[src/rtl/csba_pkg.sv]
// ----------------------------------------------------------------------------
// csba_pkg
// shared widths, reset values, codes and controller/datapath link types for
// the contiguous seat block allocator
// ----------------------------------------------------------------------------
`default_nettype none

package csba_pkg;

  // default geometry of the occupancy map
  localparam int ROWS_DEF  = 32;
  localparam int SLOTS_DEF = 16;

  // fixed field widths
  localparam int OPCODE_W    = 1;
  localparam int ZONE_W      = 1;
  localparam int COUNT_W     = 5;
  localparam int REL_ROW_W   = 5;
  localparam int SLOT_IDX_W  = 4;
  localparam int STATUS_W    = 2;
  localparam int COST_W      = 12;
  localparam int ZONE_ROWS_W = 6;
  localparam int PRICE_W     = 8;
  localparam int CFG_DATA_W  = 8;
  localparam int CFG_IDX_W   = 2;
  localparam int PROD_W      = PRICE_W + COUNT_W;

  localparam logic [COST_W-1:0] COST_MAX = '1;

  // register reset values
  localparam logic [ZONE_ROWS_W-1:0] ZONE_A_ROWS_RST  = ZONE_ROWS_W'(10);
  localparam logic [PRICE_W-1:0]     PRICE_ZONE_A_RST = PRICE_W'(30);
  localparam logic [PRICE_W-1:0]     PRICE_ZONE_B_RST = PRICE_W'(20);

  typedef enum logic [OPCODE_W-1:0] {
    OP_RESERVE = 1'b0,
    OP_RELEASE = 1'b1
  } opcode_t;

  typedef enum logic [ZONE_W-1:0] {
    ZONE_A = 1'b0,
    ZONE_B = 1'b1
  } zone_t;

  typedef enum logic [STATUS_W-1:0] {
    STATUS_GRANTED  = 2'd0,
    STATUS_NO_FIT   = 2'd1,
    STATUS_RELEASED = 2'd2
  } status_t;

  typedef enum logic [CFG_IDX_W-1:0] {
    REG_ZONE_A_ROWS  = 2'd0,
    REG_PRICE_ZONE_A = 2'd1,
    REG_PRICE_ZONE_B = 2'd2
  } reg_idx_t;

  // controller to datapath
  typedef struct packed {
    logic    load;
    logic    scan;
    logic    write_hit;
    logic    rel_read;
    logic    rel_write;
    logic    out_load;
    status_t out_code;
  } cmd_t;

  // datapath to controller
  typedef struct packed {
    logic hit;
    logic scan_done;
    logic out_busy;
  } sts_t;

endpackage

`default_nettype wire

[src/rtl/contiguous_seat_block_allocator.sv]
// ----------------------------------------------------------------------------
// contiguous_seat_block_allocator
// first-fit contiguous block allocator over a rows-by-slots occupancy map,
// with a two-zone row split, per-zone pricing and block release
// ----------------------------------------------------------------------------
//
//  channel   handshake             payload
//  -------   --------------------  ------------------------------------------
//  in        in_valid / in_ready   opcode, zone, slot_count, release_row,
//                                  release_first, release_last
//  out       out_valid / out_ready status, granted_row, granted_first,
//                                  granted_last, block_cost
//  cfg       cfg_we (no wait)      cfg_index, cfg_data
//
//  reserve: paced by the single read port of the occupancy memory, which
//    the scan walks one row per cycle; a hit on a row of the zone ends the scan
//  release: load, row read, row write, result
//  one beat is worked at a time; in_ready is high only between beats
//  a waiting result sits in the output register, the next input beat can be
//    taken meanwhile and its result is held back until the register frees
//  reset (rst, synchronous) frees every slot at once through per-row valid
//    bits and restores the register defaults; no clearing pass
//
`default_nettype none

module contiguous_seat_block_allocator import csba_pkg::*; #(
  parameter int ROWS          = ROWS_DEF,
  parameter int SLOTS_PER_ROW = SLOTS_DEF
) (
  input  logic                  clk,
  input  logic                  rst,
  // input beat
  input  logic                  in_valid,
  output logic                  in_ready,
  input  logic [OPCODE_W-1:0]   opcode,
  input  logic [ZONE_W-1:0]     zone,
  input  logic [COUNT_W-1:0]    slot_count,
  input  logic [REL_ROW_W-1:0]  release_row,
  input  logic [SLOT_IDX_W-1:0] release_first,
  input  logic [SLOT_IDX_W-1:0] release_last,
  // result beat
  output logic                  out_valid,
  input  logic                  out_ready,
  output logic [STATUS_W-1:0]   status,
  output logic [REL_ROW_W-1:0]  granted_row,
  output logic [SLOT_IDX_W-1:0] granted_first,
  output logic [SLOT_IDX_W-1:0] granted_last,
  output logic [COST_W-1:0]     block_cost,
  // register writes
  input  logic                  cfg_we,
  input  logic [CFG_IDX_W-1:0]  cfg_index,
  input  logic [CFG_DATA_W-1:0] cfg_data
);

  cmd_t cmd;
  sts_t sts;

  // sequencer: owns in_ready and the result code
  csba_ctrl u_ctrl (
    .clk      (clk),
    .rst      (rst),
    .in_valid (in_valid),
    .opcode   (opcode),
    .sts      (sts),
    .in_ready (in_ready),
    .cmd      (cmd)
  );

  // map memory, search, registers and output register
  csba_dpath #(
    .ROWS          (ROWS),
    .SLOTS_PER_ROW (SLOTS_PER_ROW)
  ) u_dpath (
    .clk           (clk),
    .rst           (rst),
    .cmd           (cmd),
    .sts           (sts),
    .cfg_we        (cfg_we),
    .cfg_index     (cfg_index),
    .cfg_data      (cfg_data),
    .zone          (zone),
    .slot_count    (slot_count),
    .release_row   (release_row),
    .release_first (release_first),
    .release_last  (release_last),
    .out_ready     (out_ready),
    .out_valid     (out_valid),
    .status        (status),
    .granted_row   (granted_row),
    .granted_first (granted_first),
    .granted_last  (granted_last),
    .block_cost    (block_cost)
  );

endmodule

`default_nettype wire

[src/rtl/csba_ctrl.sv]
// ----------------------------------------------------------------------------
// csba_ctrl
// sequencer: scan, write-back, release read-modify-write and result handoff
// ----------------------------------------------------------------------------
`default_nettype none

module csba_ctrl import csba_pkg::*; (
  input  logic                clk,
  input  logic                rst,
  input  logic                in_valid,
  input  logic [OPCODE_W-1:0] opcode,
  input  sts_t                sts,
  output logic                in_ready,
  output cmd_t                cmd
);

  typedef enum logic [2:0] {
    S_IDLE,
    S_SCAN,
    S_WRITE,
    S_REL_RD,
    S_REL_WR,
    S_FINISH
  } state_t;

  state_t  state;
  status_t res_code;

  assign in_ready = (state == S_IDLE);

  always_comb begin
    cmd          = '0;
    cmd.out_code = res_code;
    unique case (state)
      S_IDLE:   cmd.load      = in_valid;
      S_SCAN:   cmd.scan      = 1'b1;
      S_WRITE:  cmd.write_hit = 1'b1;
      S_REL_RD: cmd.rel_read  = 1'b1;
      S_REL_WR: cmd.rel_write = 1'b1;
      S_FINISH: cmd.out_load  = !sts.out_busy;
      default:  cmd.load      = 1'b0;
    endcase
  end

  always_ff @(posedge clk) begin
    if (rst) begin
      state    <= S_IDLE;
      res_code <= STATUS_NO_FIT;
    end else begin
      unique case (state)
        S_IDLE: begin
          if (in_valid) begin
            state <= (opcode == OP_RELEASE) ? S_REL_RD : S_SCAN;
          end
        end
        S_SCAN: begin
          if (sts.hit) begin
            state <= S_WRITE;
          end else if (sts.scan_done) begin
            res_code <= STATUS_NO_FIT;
            state    <= S_FINISH;
          end
        end
        S_WRITE: begin
          res_code <= STATUS_GRANTED;
          state    <= S_FINISH;
        end
        S_REL_RD: state <= S_REL_WR;
        S_REL_WR: begin
          res_code <= STATUS_RELEASED;
          state    <= S_FINISH;
        end
        S_FINISH: begin
          if (!sts.out_busy) begin
            state <= S_IDLE;
          end
        end
        default: state <= S_IDLE;
      endcase
    end
  end

endmodule

`default_nettype wire

[src/rtl/csba_dpath.sv]
// ----------------------------------------------------------------------------
// csba_dpath
// occupancy memory, row scan pipeline, first-fit search, release mask,
// configuration registers and result register
// ----------------------------------------------------------------------------
`default_nettype none

module csba_dpath import csba_pkg::*; #(
  parameter int ROWS          = ROWS_DEF,
  parameter int SLOTS_PER_ROW = SLOTS_DEF
) (
  input  logic                   clk,
  input  logic                   rst,
  input  cmd_t                   cmd,
  output sts_t                   sts,
  input  logic                   cfg_we,
  input  logic [CFG_IDX_W-1:0]   cfg_index,
  input  logic [CFG_DATA_W-1:0]  cfg_data,
  input  logic [ZONE_W-1:0]      zone,
  input  logic [COUNT_W-1:0]     slot_count,
  input  logic [REL_ROW_W-1:0]   release_row,
  input  logic [SLOT_IDX_W-1:0]  release_first,
  input  logic [SLOT_IDX_W-1:0]  release_last,
  input  logic                   out_ready,
  output logic                   out_valid,
  output logic [STATUS_W-1:0]    status,
  output logic [REL_ROW_W-1:0]   granted_row,
  output logic [SLOT_IDX_W-1:0]  granted_first,
  output logic [SLOT_IDX_W-1:0]  granted_last,
  output logic [COST_W-1:0]      block_cost
);

  localparam int ROW_W  = (ROWS > 1) ? $clog2(ROWS) : 1;
  localparam int CNT_W  = $clog2(ROWS + 1);
  localparam int SLOT_W = (SLOTS_PER_ROW > 1) ? $clog2(SLOTS_PER_ROW) : 1;

  // configuration registers
  logic [ZONE_ROWS_W-1:0] zone_a_rows;
  logic [PRICE_W-1:0]     price_zone_a;
  logic [PRICE_W-1:0]     price_zone_b;

  always_ff @(posedge clk) begin
    if (rst) begin
      zone_a_rows  <= ZONE_A_ROWS_RST;
      price_zone_a <= PRICE_ZONE_A_RST;
      price_zone_b <= PRICE_ZONE_B_RST;
    end else if (cfg_we) begin
      unique case (cfg_index)
        REG_ZONE_A_ROWS:  zone_a_rows  <= cfg_data[ZONE_ROWS_W-1:0];
        REG_PRICE_ZONE_A: price_zone_a <= cfg_data[PRICE_W-1:0];
        REG_PRICE_ZONE_B: price_zone_b <= cfg_data[PRICE_W-1:0];
        default: ;
      endcase
    end
  end

  // zone bounds, boundary saturated at the map height
  logic [CNT_W-1:0] za;
  logic [CNT_W-1:0] lo;
  logic [CNT_W-1:0] hi;

  always_comb begin
    if (int'(zone_a_rows) > ROWS) begin
      za = CNT_W'(ROWS);
    end else begin
      za = CNT_W'(zone_a_rows);
    end
    lo = (zone == ZONE_B) ? za : '0;
    hi = (zone == ZONE_B) ? CNT_W'(ROWS) : za;
  end

  // item registers
  logic [COUNT_W-1:0]    count_q;
  logic                  count_ok_q;
  logic [PROD_W-1:0]     cost_q;
  logic [CNT_W-1:0]      hi_q;
  logic [CNT_W-1:0]      rd_row;
  logic [ROW_W-1:0]      rel_idx_q;
  logic                  rel_ok_q;
  logic [SLOT_IDX_W-1:0] rel_first_q;
  logic [SLOT_IDX_W-1:0] rel_last_q;

  logic issue_avail;
  logic scan_issue;
  logic hit;

  assign issue_avail = count_ok_q && (rd_row < hi_q);
  assign scan_issue  = cmd.scan && issue_avail && !hit;

  always_ff @(posedge clk) begin
    if (cmd.load) begin
      count_q     <= slot_count;
      count_ok_q  <= (slot_count != '0) && (int'(slot_count) <= SLOTS_PER_ROW);
      cost_q      <= ((zone == ZONE_B) ? price_zone_b : price_zone_a) *
                     PROD_W'(slot_count);
      hi_q        <= hi;
      rd_row      <= lo;
      rel_idx_q   <= ROW_W'(release_row);
      rel_ok_q    <= int'(release_row) < ROWS;
      rel_first_q <= release_first;
      rel_last_q  <= release_last;
    end else if (scan_issue) begin
      rd_row <= rd_row + CNT_W'(1);
    end
  end

  // occupancy memory, rows without a valid bit read as free
  logic [SLOTS_PER_ROW-1:0] mem [ROWS];
  logic [ROWS-1:0]          row_valid;
  logic [ROW_W-1:0]         rd_idx;
  logic                     mem_re;
  logic                     mem_we;
  logic [ROW_W-1:0]         wr_idx;
  logic [SLOTS_PER_ROW-1:0] wdata;
  logic [SLOTS_PER_ROW-1:0] q_data;
  logic                     q_vld;
  logic [ROW_W-1:0]         q_row;
  logic                     q_live;
  logic [SLOTS_PER_ROW-1:0] row_data;

  assign rd_idx = cmd.rel_read ? rel_idx_q : rd_row[ROW_W-1:0];
  assign mem_re = scan_issue || (cmd.rel_read && rel_ok_q);

  always_ff @(posedge clk) begin
    if (mem_re) begin
      q_data <= mem[rd_idx];
      q_vld  <= row_valid[rd_idx];
      q_row  <= rd_idx;
    end
  end

  always_ff @(posedge clk) begin
    if (mem_we) begin
      mem[wr_idx] <= wdata;
    end
  end

  always_ff @(posedge clk) begin
    if (rst) begin
      row_valid <= '0;
      q_live    <= 1'b0;
    end else begin
      q_live <= scan_issue;
      if (mem_we) begin
        row_valid[wr_idx] <= 1'b1;
      end
    end
  end

  assign row_data = q_vld ? q_data : '0;

  // first-fit search on the row just read
  logic [SLOTS_PER_ROW-1:0] win;
  logic [SLOTS_PER_ROW-1:0] free_slots;
  logic [SLOTS_PER_ROW-1:0] fits;
  logic [SLOT_W-1:0]        sel;
  logic [SLOTS_PER_ROW-1:0] grant_mask;

  always_comb begin
    free_slots = ~row_data;
    for (int i = 0; i < SLOTS_PER_ROW; i++) begin
      win[i] = (i < int'(count_q));
    end
    for (int p = 0; p < SLOTS_PER_ROW; p++) begin
      fits[p] = ((p + int'(count_q)) <= SLOTS_PER_ROW) &&
                (((free_slots >> p) & win) == win);
    end
    sel = '0;
    for (int p = SLOTS_PER_ROW - 1; p >= 0; p--) begin
      if (fits[p]) begin
        sel = SLOT_W'(p);
      end
    end
    grant_mask = win << sel;
  end

  assign hit = cmd.scan && q_live && (|fits);

  logic [ROW_W-1:0]         hit_row;
  logic [SLOT_W-1:0]        hit_first;
  logic [SLOT_W-1:0]        hit_last;
  logic [SLOTS_PER_ROW-1:0] hit_wdata;

  always_ff @(posedge clk) begin
    if (hit) begin
      hit_row   <= q_row;
      hit_first <= sel;
      hit_last  <= SLOT_W'(int'(sel) + int'(count_q) - 1);
      hit_wdata <= row_data | grant_mask;
    end
  end

  // release mask, slots beyond the row width fall away
  logic [SLOTS_PER_ROW-1:0] rel_mask;

  always_comb begin
    for (int s = 0; s < SLOTS_PER_ROW; s++) begin
      rel_mask[s] = (s >= int'(rel_first_q)) && (s <= int'(rel_last_q));
    end
  end

  assign mem_we = cmd.write_hit || (cmd.rel_write && rel_ok_q);
  assign wr_idx = cmd.write_hit ? hit_row : rel_idx_q;
  assign wdata  = cmd.write_hit ? hit_wdata : (row_data & ~rel_mask);

  // result register
  always_ff @(posedge clk) begin
    if (rst) begin
      out_valid <= 1'b0;
    end else if (cmd.out_load) begin
      out_valid <= 1'b1;
    end else if (out_ready) begin
      out_valid <= 1'b0;
    end
  end

  always_ff @(posedge clk) begin
    if (cmd.out_load) begin
      status <= cmd.out_code;
      if (cmd.out_code == STATUS_GRANTED) begin
        granted_row   <= REL_ROW_W'(hit_row);
        granted_first <= SLOT_IDX_W'(hit_first);
        granted_last  <= SLOT_IDX_W'(hit_last);
        block_cost    <= (cost_q > PROD_W'(COST_MAX)) ? COST_MAX : COST_W'(cost_q);
      end else begin
        granted_row   <= '0;
        granted_first <= '0;
        granted_last  <= '0;
        block_cost    <= '0;
      end
    end
  end

  assign sts.hit       = hit;
  assign sts.scan_done = !q_live && !issue_avail;
  assign sts.out_busy  = out_valid && !out_ready;

endmodule

`default_nettype wire

[config.mk]
export PLATFORM = sky130hd
export DESIGN_NAME = contiguous_seat_block_allocator
export DESIGN_NICKNAME = d
export VERILOG_FILES = /design/src/rtl/csba_pkg.sv /design/src/rtl/contiguous_seat_block_allocator.sv /design/src/rtl/csba_ctrl.sv /design/src/rtl/csba_dpath.sv
export SDC_FILE = /design/constraint.sdc
export NUM_CORES = 1
export LEC_CHECK = 0
export BUFFER_PORTS_ARGS = -buffer_cell sky130_fd_sc_hd__buf_2
export CAP_MARGIN = 40
export CELL_PAD_IN_SITES_DETAIL_PLACEMENT = 0
export CELL_PAD_IN_SITES_GLOBAL_PLACEMENT = 1
export CORE_MARGIN = 2
export CORE_UTILIZATION = 55
export CTS_CLUSTER_DIAMETER = 50
export DETAILED_ROUTE_END_ITERATION = 10
export GPL_TIMING_DRIVEN = 0
export PLACE_DENSITY = 0.95
export SKIP_LAST_GASP = 1
export SYNTH_ARGS = -nofsm -noshare
export SYNTH_HDL_FRONTEND = slang
export SYNTH_SLANG_ARGS = --single-unit
[constraint.sdc]
create_clock -name clk -period 13.1 [get_ports clk]
set_input_delay 1.31 -clock clk [delete_from_list [all_inputs] [get_ports clk]]
set_output_delay 1.31 -clock clk [all_outputs]
set_load 0.1 [all_outputs]
==> metrics <==
f_max=0.175 GHz; CTS resizes=0; DRT Pass-1 Iters=6; combinational group share of total power=28.0%; Sw Pwr=2.28 mW; crit-path max cell delay=570 ps; Mapped Nets=2,797; worst hold path type=reg -> reg; sequential area share after synthesis=64.9%; Hold Violations, Final=0; clock buffer depth=3; initial DRC count=3,087; total number of H-tree levels=3; Area Growth Syn to Fin=15.9%; CTS Root Cell=clkbuf_16; status=complete, no violations; Clk pin slew, worst setup/hold paths=60 ps; Rel. slew slack=33.6%; Crit-path slowest cell=mux2i_1; initial antenna violation count=1; clk_skew=41.9 ps; flops & latches, synth=695; syn avg cell area=11.5 sq um; critical-path cell list=buf_2 > clkbuf_1 > mux2i_1 > nand2b_1 > fa_1 > fa_1 > fa_1 > inv_1 > ha_1 > a21oi_1 > nor2_1 > nor2_1 > nor2b_1 > o21ai_0 > a21oi_1 > o21a_1 > nor2_1 > o21bai_1 > a21oi_1 > xnor2_1; residual DRC count=0; die area=0.0587 sq mm; # setup viols final=0; via count=23,700; nets=3,016; largest area contributor in the netlist=edfxtp_1; Sink Count=695; DP Wirelength=65,000 um; Syn Inst Count=2,712; maxcap violations=0; met1 Track Usage GR=39.5%; crit start category=primary input; CP Capture Type=register; Arrival @ worst endpoint=6090 ps; Sw Ratio=34.1%; top cells by area, synth=edfxtp_1, nand2_1, nand3_1; cell area power density=185 mW/mm^2; critical path fanouts, max=10; Post-synth top flop=edfxtp_1; asr flop ratio synth=0%; drt total wl=93,100 um; P_leak=13.2 nW; grt met2 use=50.8%; synthesized cell area=0.0312 sq mm; vias in the first global route=22,800; met3 Use GR=5.93%; Post-synth top cells=nand2_1, edfxtp_1, nand3_1; worst vdd ir=0.000130 V; first-pass GRT wire length=137,000 um; Clock Latency Late Sink=640 ps; Yosys warnings=0; Synth top area share=61.0%; unrepaired setup endpoints after global routing=false; most frequent cell after synthesis=nand2_1; Slew Viols, Final=0; number of buffers created by CTS=75; GRT Total Usage=31.3%; Post-CTS Setup Inserts=0; via-per-instance ratio=6.32; Worst-Margin Slew=989 ps; layout cells sized above 1=11.9%; P_int=4.42 mW; # fillers=4,104; TritonCTS clock tree=built; CTS hold repair buffers=0; worst setup path category=in -> reg; total gr overflow=0; Netlist cell types=99; Setup TNS Final=0 ps; I/O pin total=64; die height=242 um; worst path buffer plus inverter count=3; Flop pwr share=39.4%; number of enable flip-flop cells after synthesis=634; power share of the clock group=32.6%; port bufs=62; largest net degree at the start of global routing=41; Starting Density=55.5%; CP delay by family, top=adder cells; GRT busiest layer=met2; share of the clock period used by the worst path=43.6%; DIE WIDTH=242 um; Hold Worst Slack=430 ps; critical path required time=13,470 ps; antenna viol nets, final=0; final core occ=64.3%; GP Congestion=0.985; Routed WL per cell=24.9 um; Core Footprint=0.0563 sq mm; row count=87; Min Clock Period, post-route=5710 ps
layer usage:
layer	vias to the layer above	wire length, um	part of all wire, %
met5	-	0	0
met4	0	6130	6.6
met1	11400	33700	36
met2	1604	43500	47
met3	350	9780	10
li1	10300	-	-
final timing paths:
path / start / to / slack (ps) / cells after the start
min reg2reg: u_dpath.q_row[0] / u_dpath.hit_row[0] / 430 / 0
min: u_dpath.q_row[0] / u_dpath.hit_row[0] / 430 / 0
max: zone / u_dpath.cost_q[12] / 7390 / 20
max reg2reg: u_dpath.count_q[3] / u_dpath.hit_last[3] / 8200 / 18
layout make-up:
type                    instances  area, sq um  share of cell area, %
diodes                          1         2.50                0.00692
plain buffers                 177          785                   2.17
clock buffers                  92         1940                   5.36
multi-input cells            1777        10100                   28.0
repair buffers                142         1240                   3.43
clock inverters                45          621                   1.72
well taps                     756          946                   2.61
inverters                      63          241                  0.668
flip-flops and latches        695        20300                   56.0
power groups by stage:
stage	combinational [mW]	sequential, mW	clock (mW)
final	1.88	2.64	2.19
after global routing	1.96	2.65	2.27
after CTS	1.81	2.64	2.19
after detailed placement	1.79	2.69	0
after global placement	1.66	2.71	0
after floorplan	1.04	2.72	0
through the flow:
stage               std cells  total power, mW  area (sq um)  setup WS, ps
global route             3747             6.88         36200          7110
CTS                      3743             6.64         36100          7480
finish                   3748             6.71         36200          7390
global placement         3530             4.37         32500          5490
detailed placement       3606             4.48         33600          6840
floorplan                2712             3.77         31200          7450
logic make-up (layout without fill, tap and decap cells):
kind of cell | count (synthesis) | in the layout | share of synthesized area (%)
AO/OA/AOI/OAI | 398 | 398 | 9.64
buffers and inverters | 240 | 519 | 3.29
flip-flops | 695 | 695 | 64.9
XOR/XNOR | 16 | 16 | 0.449
adder cells (fa/ha/maj) | 54 | 54 | 2.60
multiplexers | 28 | 28 | 0.930
AND/OR/NAND/NOR | 1281 | 1281 | 18.2
other | 0 | 1 | 0
cells in the final DEF (no fill, tap or decap), types with 8 or more instances in the layout:
| cell | netlist | layout |
|---|---|---|
| xnor2_1 | 12 | 12 |
| nor3_1 | 11 | 11 |
| and2_1 | 35 | 35 |
| buf_6 | 11 | 29 |
| edfxtp_1 | 634 | 634 |
| ha_1 | 31 | 31 |
| buf_1 | 11 | 12 |
| a311oi_1 | 87 | 87 |
| nand2_1 | 668 | 668 |
| o21a_1 | 18 | 18 |
| inv_6 | 1 | 8 |
| o31ai_4 | 0 | 13 |
| bufinv_16 | 0 | 10 |
| nor2_1 | 151 | 148 |
| nand3b_1 | 11 | 11 |
| buf_2 | 11 | 80 |
| clkinv_2 | 0 | 10 |
| nand2b_1 | 12 | 12 |
| buf_8 | 0 | 28 |
| dfxtp_1 | 61 | 61 |
| a21o_1 | 26 | 26 |
| o22ai_1 | 12 | 12 |
| mux2_2 | 8 | 8 |
| clkbuf_16 | 0 | 75 |
| mux2i_1 | 20 | 20 |
| inv_1 | 59 | 58 |
| nor2b_1 | 22 | 21 |
| o21ai_0 | 39 | 37 |
| nand3_1 | 289 | 289 |
| and3_1 | 38 | 38 |
| buf_4 | 2 | 24 |
| a21oi_1 | 67 | 67 |
| a211o_1 | 10 | 10 |
| clkbuf_1 | 141 | 158 |
| fa_1 | 19 | 19 |
| a31oi_1 | 24 | 24 |
state kept, by name, indices dropped and copies added, names as in the netlist, 8 cells and up:
name and count:
u_dpath.mem 512, u_dpath.row_valid 32, u_dpath.hit_wdata 16, u_dpath.q_data 16
u_dpath.cost_q 13, u_dpath.block_cost 12, u_dpath.price_zone_a 8, u_dpath.price_zone_b 8
Power figures use the tool's default switching activity.
